`config.mk`:
```
export PLATFORM = sky130hd
export DESIGN_NAME = ssbr_div
export DESIGN_NICKNAME = d
export VERILOG_FILES = /design/src/hw/rtl/ssbr_pkg.sv /design/src/hw/rtl/ssbr_div.sv
export SDC_FILE = /design/constraint.sdc
export NUM_CORES = 1
export LEC_CHECK = 0
export BUFFER_PORTS_ARGS = -buffer_cell sky130_fd_sc_hd__buf_2
export CAP_MARGIN = 25
export CELL_PAD_IN_SITES_DETAIL_PLACEMENT = 0
export CELL_PAD_IN_SITES_GLOBAL_PLACEMENT = 1
export CORE_ASPECT_RATIO = 0.5
export CORE_MARGIN = 2
export CORE_UTILIZATION = 42
export DETAILED_ROUTE_END_ITERATION = 6
export PLACE_DENSITY_LB_ADDON = 0.1
export SLEW_MARGIN = 20
export SYNTH_ARGS = -nofsm -noshare
export SYNTH_HDL_FRONTEND = slang
export SYNTH_SLANG_ARGS = --single-unit
```
`constraint.sdc`:
```
create_clock -name clk -period 3.59 [get_ports clk]
set_input_delay 0 -clock clk [delete_from_list [all_inputs] [get_ports clk]]
set_output_delay 0 -clock clk [all_outputs]
set_load 0.03 [all_outputs]
```
`src/hw/rtl/ssbr_pkg.sv`:
```
`default_nettype none
// ----------------------------------------------------------------------------
// ssbr_pkg
// Shared constants, types and helpers for the screen-space bounding rectangle
// ----------------------------------------------------------------------------
package ssbr_pkg;

    localparam int FRAC_BITS_DEF = 16;
    localparam int OUT_FRAC      = 16;
    localparam int NUM_CFG_REGS  = 8;
    localparam int CFG_IDX_W     = 4;
    localparam int CFG_DATA_W    = 64;
    localparam int COORD_W       = 32;
    localparam int RECT_W        = 17;

    typedef logic [NUM_CFG_REGS-1:0][CFG_DATA_W-1:0] mat_regs_t;

    // clip-space x, y and w of one corner
    typedef struct packed {
        logic signed [COORD_W-1:0] cx;
        logic signed [COORD_W-1:0] cy;
        logic signed [COORD_W-1:0] cw;
    } clip_t;

    function automatic logic signed [COORD_W-1:0] sat32(input logic signed [63:0] v);
        logic signed [COORD_W-1:0] r;
        if (v > $signed(64'h0000_0000_7FFF_FFFF))
            r = $signed(32'h7FFF_FFFF);
        else if (v < $signed(64'hFFFF_FFFF_8000_0000))
            r = $signed(32'h8000_0000);
        else
            r = v[COORD_W-1:0];
        return r;
    endfunction

endpackage
`default_nettype wire

```
`src/hw/rtl/ssbr_div.sv`:
```
`default_nettype none
// ----------------------------------------------------------------------------
// ssbr_div
// Bit-serial divider: perspective divide by clip w and half-plus-half mapping
// ----------------------------------------------------------------------------
module ssbr_div #(
    parameter int FRAC_BITS = ssbr_pkg::FRAC_BITS_DEF
) (
    input  wire logic               clk,
    input  wire logic               rst_n,
    input  wire logic               start,
    input  wire logic signed [31:0] num,
    input  wire logic signed [31:0] den,
    output logic signed [31:0]      result,
    output logic                    done
);
    import ssbr_pkg::*;

    localparam int DW    = COORD_W + FRAC_BITS;
    localparam int CNT_W = $clog2(DW + 1);
    localparam logic signed [COORD_W-1:0] HALF = COORD_W'(1) << (FRAC_BITS - 1);

    logic [DW-1:0]             quo_reg;
    logic [COORD_W-1:0]        rem_reg;
    logic [COORD_W-1:0]        den_reg;
    logic                      neg_reg;
    logic [CNT_W-1:0]          cnt_reg;
    logic                      busy_reg;
    logic                      fin_reg;
    logic                      done_reg;
    logic signed [COORD_W-1:0] result_reg;

    logic [COORD_W-1:0]        num_mag;
    logic [COORD_W-1:0]        den_mag;
    logic [COORD_W:0]          trial;
    logic                      ge;
    logic [COORD_W:0]          diff;
    logic signed [COORD_W-1:0] q_sat;
    logic signed [COORD_W-1:0] mapped;

    assign num_mag = num[31] ? (~num + 32'd1) : num;
    assign den_mag = den[31] ? (~den + 32'd1) : den;
    assign trial   = {rem_reg, quo_reg[DW-1]};
    assign ge      = trial >= {1'b0, den_reg};
    assign diff    = trial - {1'b0, den_reg};

    // truncated quotient with its sign applied, saturated to 32 bits signed
    always_comb
    begin
        if (!neg_reg)
        begin
            if (|quo_reg[DW-1:31])
                q_sat = $signed(32'h7FFF_FFFF);
            else
                q_sat = $signed(quo_reg[31:0]);
        end
        else
        begin
            if ((|quo_reg[DW-1:32]) || (quo_reg[31] && (|quo_reg[30:0])))
                q_sat = $signed(32'h8000_0000);
            else
                q_sat = $signed(~quo_reg[31:0] + 32'd1);
        end
    end

    assign mapped = (q_sat >>> 1) + HALF;

    always_ff @(posedge clk or negedge rst_n)
    begin
        if (!rst_n)
        begin
            cnt_reg  <= '0;
            busy_reg <= 1'b0;
            fin_reg  <= 1'b0;
            done_reg <= 1'b0;
        end
        else if (start)
        begin
            cnt_reg  <= CNT_W'(DW);
            busy_reg <= 1'b1;
            fin_reg  <= 1'b0;
            done_reg <= 1'b0;
        end
        else if (busy_reg)
        begin
            cnt_reg  <= cnt_reg - CNT_W'(1);
            fin_reg  <= (cnt_reg == CNT_W'(1));
            done_reg <= 1'b0;
            if (cnt_reg == CNT_W'(1))
                busy_reg <= 1'b0;
        end
        else
        begin
            fin_reg  <= 1'b0;
            done_reg <= fin_reg;
        end
    end

    always_ff @(posedge clk)
    begin
        if (start)
        begin
            quo_reg <= {num_mag, {FRAC_BITS{1'b0}}};
            rem_reg <= '0;
            den_reg <= den_mag;
            neg_reg <= num[31] ^ den[31];
        end
        else if (busy_reg)
        begin
            quo_reg <= {quo_reg[DW-2:0], ge};
            rem_reg <= ge ? diff[COORD_W-1:0] : trial[COORD_W-1:0];
        end
        if (fin_reg)
            result_reg <= mapped;
    end

    assign result = result_reg;
    assign done   = done_reg;

endmodule
`default_nettype wire

```
==> summary.txt, run 1 <==
Worst setup path
  – Worst R2R Setup Slack: 250 ps
  – Critical Path Slowest Stage Cell: sky130_fd_sc_hd__or4_4
  – Critical path buffers and inverters: 0
  – Startpoint class of the critical path: register
  – Data required time of the worst path: about 3800 ps
  – Reg-to-Reg End: result[31]
  – Crit path max-delay family: simple AND/OR/NAND/NOR gates
  – Depth of the worst register-to-register path: 10
  – Data arrival, critical path: roughly 3500 ps
  – Timing startpoint of the critical path: quo_reg[47]
  – CP most frequent cell: sky130_fd_sc_hd__nor4_4
  – Critical R2R Launch: quo_reg[47]
  – Max Fanout on Critical Path: 5
  – Total stage count of the critical path: 10
  – Kind of end point of the critical path: register
  – Crit Path Class: register to register
  – Ordered list of cells on the worst path: or4_1, or4_4, nor4_4, o2bb2ai_1, a21oi_2, ha_1, nand3_2, nor4_4, and2_4, a21oi_1
  – Crit-path max cell delay: 600 ps

Clock network
  – Deepest clock path buffer count: 2
  – Clock buffer count from CTS: 17
  – Clk Tree Root Cell: sky130_fd_sc_hd__clkbuf_16
  – CTS tree: built
  – Clock-pin transition on the worst setup and hold timing paths: 70 ps
  – Clock insertion delay at the later pin of the skew report: 450 ps
  – Number of H-tree levels: 4
  – TritonCTS sink count: 154

Synthesis
  – Synth Area in Compound Gates: 18.8%
  – Post-synthesis cell count: between 1k and 1.5k
  – Synthesis Warnings: 0
  – Fraction of post-synthesis cell area in the top cell type by area: 28.6%
  – Combinational family with the most area after synthesis: simple AND/OR/NAND/NOR gates
  – Post-synth top area cell: sky130_fd_sc_hd__edfxtp_1
  – Post-synthesis average cell area: 8.89 um2
  – Fraction of registers with async set/reset: 5.84%
  – Main area contributors after synthesis: sky130_fd_sc_hd__edfxtp_1 29%, sky130_fd_sc_hd__dfxtp_1 9.4%, sky130_fd_sc_hd__xnor2_1 7.3%
  – Dominant register cell in the synthesized netlist: sky130_fd_sc_hd__edfxtp_1
  – Post-synthesis share of cell area spent on xor and xnor gates: 9.02%
  – Most numerous cell in the Yosys netlist: sky130_fd_sc_hd__nand2_1
  – Top cell types by occurrence after synthesis: 149 x sky130_fd_sc_hd__nand2_1, 97 x sky130_fd_sc_hd__edfxtp_1, 93 x sky130_fd_sc_hd__nor2_1
  – Synthesized cell area: 10200 um2
  – Flop and latch count out of synthesis: 154
  – Basic-gate share of the synthesized area counting and, or, nand and nor cells: 20.8%
  – Count of cell types in the netlist: 77
  – Arithmetic-cell share of the synthesized area counting full adders, half adders and majority gates: under 10%
  – Fraction of synthesized area in multiplexers: ~2%
  – Share of the yosys chip area belonging to registers: 40.3%
  – Synthesized Nets: 1251
  – Number of enable flip-flop cells after synthesis: 97

Cells and area
  – Filler cell count in the final layout: 2211
  – Post-layout net count: 1418
  – Core Util, Final: 52.3%
  – Post-layout instance count excluding filler cells: 1640
  – Area growth from synthesis to layout: 23.0%
  – Largest register FFs: 48
  – Diodes inserted: 0
  – Proportion of layout cells with a drive suffix above 1: 15.7%

Drt
  – Post-route DRC: 0
  – Post-DRT Antenna Nets: 0
  – Violation count after the first detailed-routing iteration: 580
  – Average wire per cell in the routed design: ~16 um
  – Post-detailed-routing wire length: 26800 um
  – First drt pass iteration count: 6
  – Vias after detailed routing: 9015
  – Via density per instance: 5.50

Status
  – Outcome: complete, no violations

Placement
  – Gpl congestion: around 0.87
  – Worst slack after detailed placement: -80.0 ps
  – IO Port Bufs: 99
  – Count of placed standard cells including taps: 1546
  – HPWL reported at the end of detailed placement: 19300 um

Timing
  – Normalized max-slew margin: about two fifths
  – Number of pins exceeding their max-slew limit in the final report: 0
  – Setup Skew: 6.46 ps
  – Final WS setup: approximately 250 ps
  – Tightest hold margin: about 24 ps
  – Setup repair after global routing missed its margin: false
  – Total count of hold-check failures in the final report: 0
  – Shortest period the worst path allows: 3340 ps
  – Transition time at the pin with the least slew margin: about 910 ps
  – F_max: 299 MHz
  – Total setup violations reported at the end of the flow: 0
  – Fin crit share: 93.1%

Global route
  – Global-route usage over all layers: a little over a fifth
  – Wire length of the first global-routing pass: 43400 um
  – Antenna violations before repair: 0
  – Largest net degree at the start of global routing: 91
  – Number of global-route vias before repair: 8574
  – Final global-route overflow total: 0

Floorplanning
  – Placeable core region: 23900 um2
  – Die span in x: 224 um
  – Number of core rows: 40
  – Die area: 25600 um2
  – I/O Pins: 100
  – Effective utilization at floorplan: 42.6%
  – Die H: 114 um

Hold path
  – Tightest Hold Check Type: primary input to register
  – HP Start: num[29]
  – Number of cells on the worst hold path: 3
  – Hold path endpoint: quo_reg[45]

Power and ir drop
  – Maximum resistive drop on vdd: ~330 uV
  – Static Leak: 5.13 nW
  – PD cells: 564 nW/um2

Job
  – Number of max-capacitance violations reported: 0
what timing repair did:
item                                    4_1_cts  5_1_grt
pin swaps                                     0        4
hold buffers                                 57        0
endpoints found under the setup margin        5        9
gates resized for setup                       2        5
hold endpoints to repair                     53        0
setup buffers                                 0        5
report_power, final:
group | internal [mW] | total [mW] | switching (mW)
sequential | 2.16 | 2.38 | 0.218
clock | 1.16 | 1.95 | 0.793
combinational | 1.18 | 2.73 | 1.54
total | 4.51 | 7.06 | 2.55
how the worst max path moves through the flow:
stage,end,slack [ps]
2_1_floorplan,result[31],220
3_5_place_dp,result[31],-80
4_1_cts,result[31],60
5_1_grt,result[31],30
6_report,result[31],250
3_3_place_gp,result[31],-7
through the flow:
step	cell area [um2]	TNS, ps	power [mW]
after floorplan	10200	0	4.19
after global placement	11200	-6.86	4.97
after detailed placement	11200	-285	4.99
after CTS	12400	0	7.03
after global routing	12500	0	7.55
final	12500	0	7.06
worst reg2reg max path, cell delays in order, from the launching register on:
cell,delay [ps]
sky130_fd_sc_hd__edfxtp_1,400
sky130_fd_sc_hd__or4_1,550
sky130_fd_sc_hd__or4_4,600
sky130_fd_sc_hd__nor4_4,200
sky130_fd_sc_hd__o2bb2ai_1,140
sky130_fd_sc_hd__a21oi_2,210
sky130_fd_sc_hd__ha_1,220
sky130_fd_sc_hd__nand3_2,130
sky130_fd_sc_hd__nor4_4,350
sky130_fd_sc_hd__and2_4,220
sky130_fd_sc_hd__a21oi_1,60
cell families (layout without fill, tap and decap cells):
kind of cell / after synthesis / count (layout)
and+or+nand+nor: 429 / 429
AOI/OAI and AO/OA: 284 / 284
DFF: 154 / 154
buffers and inverters: 115 / 295
xor gates and xnor gates: 104 / 104
adders and majority gates: 39 / 39
muxes: 20 / 20
metal layers:
layer	GRT usage [%]	part of all wire, %
met1	28.9	49
met4	7.06	1.6
met3	4.31	4.0
met5	0	0
met2	34.9	46
cell type report:
cell class              count  area (um2)  area share, %
inverters                  59         221           1.77
clock buffers              22         539           4.31
well taps                 315         394           3.15
flip-flops and latches    154        4100           32.7
clock inverters            10         113          0.899
multi-input cells         876        5700           45.5
repair buffers            204        1450           11.6
layout by cell type, fill, tap and decap left out, types with 21 or more instances in the layout:
| cell type | count |
|---|---|
| sky130_fd_sc_hd__nand2_1 | 149 |
| sky130_fd_sc_hd__nor3_1 | 35 |
| sky130_fd_sc_hd__clkbuf_16 | 21 |
| sky130_fd_sc_hd__ha_1 | 38 |
| sky130_fd_sc_hd__o21ai_0 | 79 |
| sky130_fd_sc_hd__xnor2_1 | 85 |
| sky130_fd_sc_hd__inv_1 | 58 |
| sky130_fd_sc_hd__nand3_1 | 23 |
| sky130_fd_sc_hd__buf_2 | 98 |
| sky130_fd_sc_hd__dfxtp_1 | 48 |
| sky130_fd_sc_hd__edfxtp_1 | 97 |
| sky130_fd_sc_hd__buf_4 | 47 |
| sky130_fd_sc_hd__dlygate4sd3_1 | 57 |
| sky130_fd_sc_hd__a21oi_1 | 52 |
| sky130_fd_sc_hd__nor2_1 | 92 |
Note: power is estimated with default switching activity, not from simulation.
==> run 2: changes to the inputs <==
Settings changed: PLACE_DENSITY from default to 0.81, PLACE_DENSITY_LB_ADDON 0.1 to default.
==> run 2 against run 1 <==
Against the previous run: sequential cell count did not move; worst setup slack got worse by 100 ps; largest cell class unchanged; cell area fell by 0.98%; register-to-register slack got worse by 100 ps; combinational power fell by 4%; global-route usage fell by 0.39 points; critical path depth rose by 2; wire length fell by 2.1%; count of clock-buffer cells in the layout rose by 3.
==> summary.txt, run 2 (synthesis results as in run 1) <==
Status
  – Outcome: complete, no violations

Clock network
  – Number of H-tree levels: 4 (unchanged)
  – Clk Tree Root Cell: sky130_fd_sc_hd__clkbuf_16
  – Clock-pin transition on the worst setup and hold timing paths: 60 ps (about the same)
  – CTS tree: built
  – Deepest clock path buffer count: 2 (unchanged)
  – Clock insertion delay at the later pin of the skew report: 440 ps (about the same)
  – Clock buffer count from CTS: 17 (unchanged)
  – TritonCTS sink count: 154 (unchanged)

Power and ir drop
  – Maximum resistive drop on vdd: 375 uV (+12%)
  – Clock power frac: 26.3% (-1.4 points)
  – Share of total power in sequential cells: 35.1% (+1.4 points)
  – Int Pwr: 4.34 mW (-3.6%)
  – Sw Ratio: 36.0% (-0.18 points)
  – Total net switching power: 2.44 mW (-4.4%)
  – Static Leak: 5.08 nW (-0.99%)
  – Part of the total power dissipated in combinational logic: 38.5% (about the same)
  – PD cells: 547 nW/um2 (-2.9%)

Worst setup path
  – Timing startpoint of the critical path: quo_reg[42]
  – Startpoint class of the critical path: register
  – Worst R2R Setup Slack: 150 ps (-100 ps)
  – Data arrival, critical path: 3620 ps (+90 ps)
  – Data required time of the worst path: 3770 ps (about the same)
  – Max Fanout on Critical Path: 6 (+1)
  – Depth of the worst register-to-register path: 12 (+2)
  – Crit Path Class: register to register
  – Critical path destination: result[28]
  – Kind of end point of the critical path: register
  – Critical R2R Launch: quo_reg[42]
  – Reg-to-Reg End: result[28]

Drt
  – Post-route DRC: 0 (unchanged)
  – First drt pass iteration count: 5 (-1)
  – Average wire per cell in the routed design: 16.0 um (-1.8%)
  – Violation count after the first detailed-routing iteration: 547 (-5.7%)
  – Via density per instance: 5.55 (+1.0%)
  – Post-DRT Antenna Nets: 0 (unchanged)
  – Post-detailed-routing wire length: 26200 um (-2.1%)
  – Vias after detailed routing: 9078 (+0.70%)

Cells and area
  – Post-layout net count: 1413 (-0.35%)
  – Area growth from synthesis to layout: 21.8%
  – Filler cell count in the final layout: 2264 (+2.4%)
  – Diodes inserted: 0 (unchanged)
  – Largest register FFs: 48 (unchanged)
  – Total area of multi-input combinational cells: 5680 um2 (-0.31%)
  – Most common library cell in the layout ignoring fill and taps: sky130_fd_sc_hd__nand2_1
  – Post-layout instance count excluding filler cells: 1635 (-0.30%)
  – Commonest cells after routing, fill and taps aside: 149 x sky130_fd_sc_hd__nand2_1, 98 x sky130_fd_sc_hd__buf_2, 97 x sky130_fd_sc_hd__edfxtp_1
  – Area taken by flip-flops and latches: 4100 um2 (unchanged)
  – Proportion of layout cells with a drive suffix above 1: 15.4% (-0.32 points)

Timing
  – Setup Skew: 11.2 ps (+4.69 ps)
  – Fin crit share: 96.0% (+2.8 points)
  – Total count of hold-check failures in the final report: 0 (unchanged)
  – Final WS setup: 145 ps (-101 ps)
  – Number of pins exceeding their max-slew limit in the final report: 0 (unchanged)
  – Total setup violations reported at the end of the flow: 0 (unchanged)
  – Normalized max-slew margin: 37.1% (-2.3 points)
  – F_max: 290 MHz (-2.9%)
  – Setup TNS: 0 ps (unchanged)
  – Shortest period the worst path allows: 3440 ps (+101 ps)
  – Transition time at the pin with the least slew margin: 943 ps (+35.2 ps)
  – Setup repair after global routing missed its margin: false

Placement
  – HPWL reported at the end of detailed placement: 19100 um (-1.3%)
  – Count of placed standard cells including taps: 1545 (-0.065%)
  – Gpl congestion: 0.894 (+2.8%)
  – IO Port Bufs: 99 (unchanged)
  – Worst slack after detailed placement: 78.0 ps (+158 ps)

Global route
  – Wire length of the first global-routing pass: 42900 um (-1.1%)
  – Number of global-route vias before repair: 8636 (+0.72%)
  – Global-route usage over all layers: 21.0% (-0.39 points)
  – Antenna violations before repair: 0 (unchanged)
  – Largest net degree at the start of global routing: 93 (+2.2%)
  – Final global-route overflow total: 0 (unchanged)

Floorplanning
  – I/O Pins: 100 (unchanged)
  – Die span in x: 224 um (unchanged)
  – Placeable core region: 23900 um2 (unchanged)
  – Effective utilization at floorplan: 42.6% (unchanged)
  – Die H: 114 um (unchanged)
  – Number of core rows: 40 (unchanged)
  – Die area: 25600 um2 (unchanged)

Hold path
  – HP Start: num[18]
  – Tightest Hold Check Type: primary input to register

Job
  – Number of max-capacitance violations reported: 0 (unchanged)
==> run 2: changes by cell type in the layout (fill, tap and decap cells not counted), sizes merged <==
| cell | delta |
|---|---|
| clkbuf | +3 |
| inv | -4 |
| clkinv | +2 |
| bufinv | -1 |
| dlygate4sd3 | -4 |
| buf | -1 |
==> run 2: layer usage <==
metal,track usage [%],wire length (um),up-vias
li1,-,-,4530
met1,27.5,12400,4311
met2,35.2,12200,201
met3,4.67,1070,36
met4,6.62,514,0
met5,0,0,-
==> run 2: final cells by class <==
cell class                      count  area share, %
Clock buffer                       25           4.44
Multi-Input combinational cell    876           45.8
Sequential cell                   154           33.1
Clock inverter                      7          0.394
Tap cell                          315           3.18
Inverter                           59           1.79
Timing Repair Buffer              199           11.3
==> run 2: worst min-delay path by stage <==
| stage | slack [ps] | endpoint | cells past startpoint |
|---|---|---|---|
| 4_1_cts | 0.5 | quo_reg[30] | 3 |
| 2_1_floorplan | -300 | busy_reg | 0 |
| 6_report | 20 | quo_reg[34] | 4 |
| 5_1_grt | 20 | quo_reg[43] | 3 |
| 3_3_place_gp | -140 | done | 1 |
| 3_5_place_dp | -140 | done | 1 |
==> run 2: power by group through the flow <==
stage	clock (mW)	combinational (mW)	sequential (mW)
2_1_floorplan	0	1.85	2.34
3_3_place_gp	0	2.50	2.40
3_5_place_dp	0	2.53	2.41
4_1_cts	1.83	2.59	2.38
5_1_grt	1.90	2.91	2.42
6_report	1.79	2.62	2.38
==> run 2: through the flow <==
step                total power [mW]  hold WS [ps]  instance area, um2  util, %
global route                    7.24          21.0               12400     51.8
floorplan                       4.19          -296               10200        -
global placement                4.91          -137               11200     46.7
finish                          6.79          25.0               12400     51.8
CTS                             6.80         0.499               12300     51.6
detailed placement              4.94          -138               11200     46.9
==> run 2: repair_timing <==
item | 4_1_cts | 5_1_grt
gates resized for setup | 0 | 4
hold endpoints to repair | 51 | 0
endpoints found under the setup margin | 0 | 15
hold buffers | 53 | 0
setup buffers | 0 | 5
==> run 2: worst max-delay path, stage by stage (launching register included) <==
cell                        delay (ps)
sky130_fd_sc_hd__edfxtp_1          400
sky130_fd_sc_hd__or4_1             630
sky130_fd_sc_hd__or4_4             500
sky130_fd_sc_hd__buf_4             180
sky130_fd_sc_hd__nor2_1             80
sky130_fd_sc_hd__buf_4             140
sky130_fd_sc_hd__o2bb2ai_1          70
sky130_fd_sc_hd__a21oi_2           170
sky130_fd_sc_hd__buf_4             140
sky130_fd_sc_hd__nand4_1           170
sky130_fd_sc_hd__nor4_4            380
sky130_fd_sc_hd__nand4_1           150
sky130_fd_sc_hd__xor2_1            170
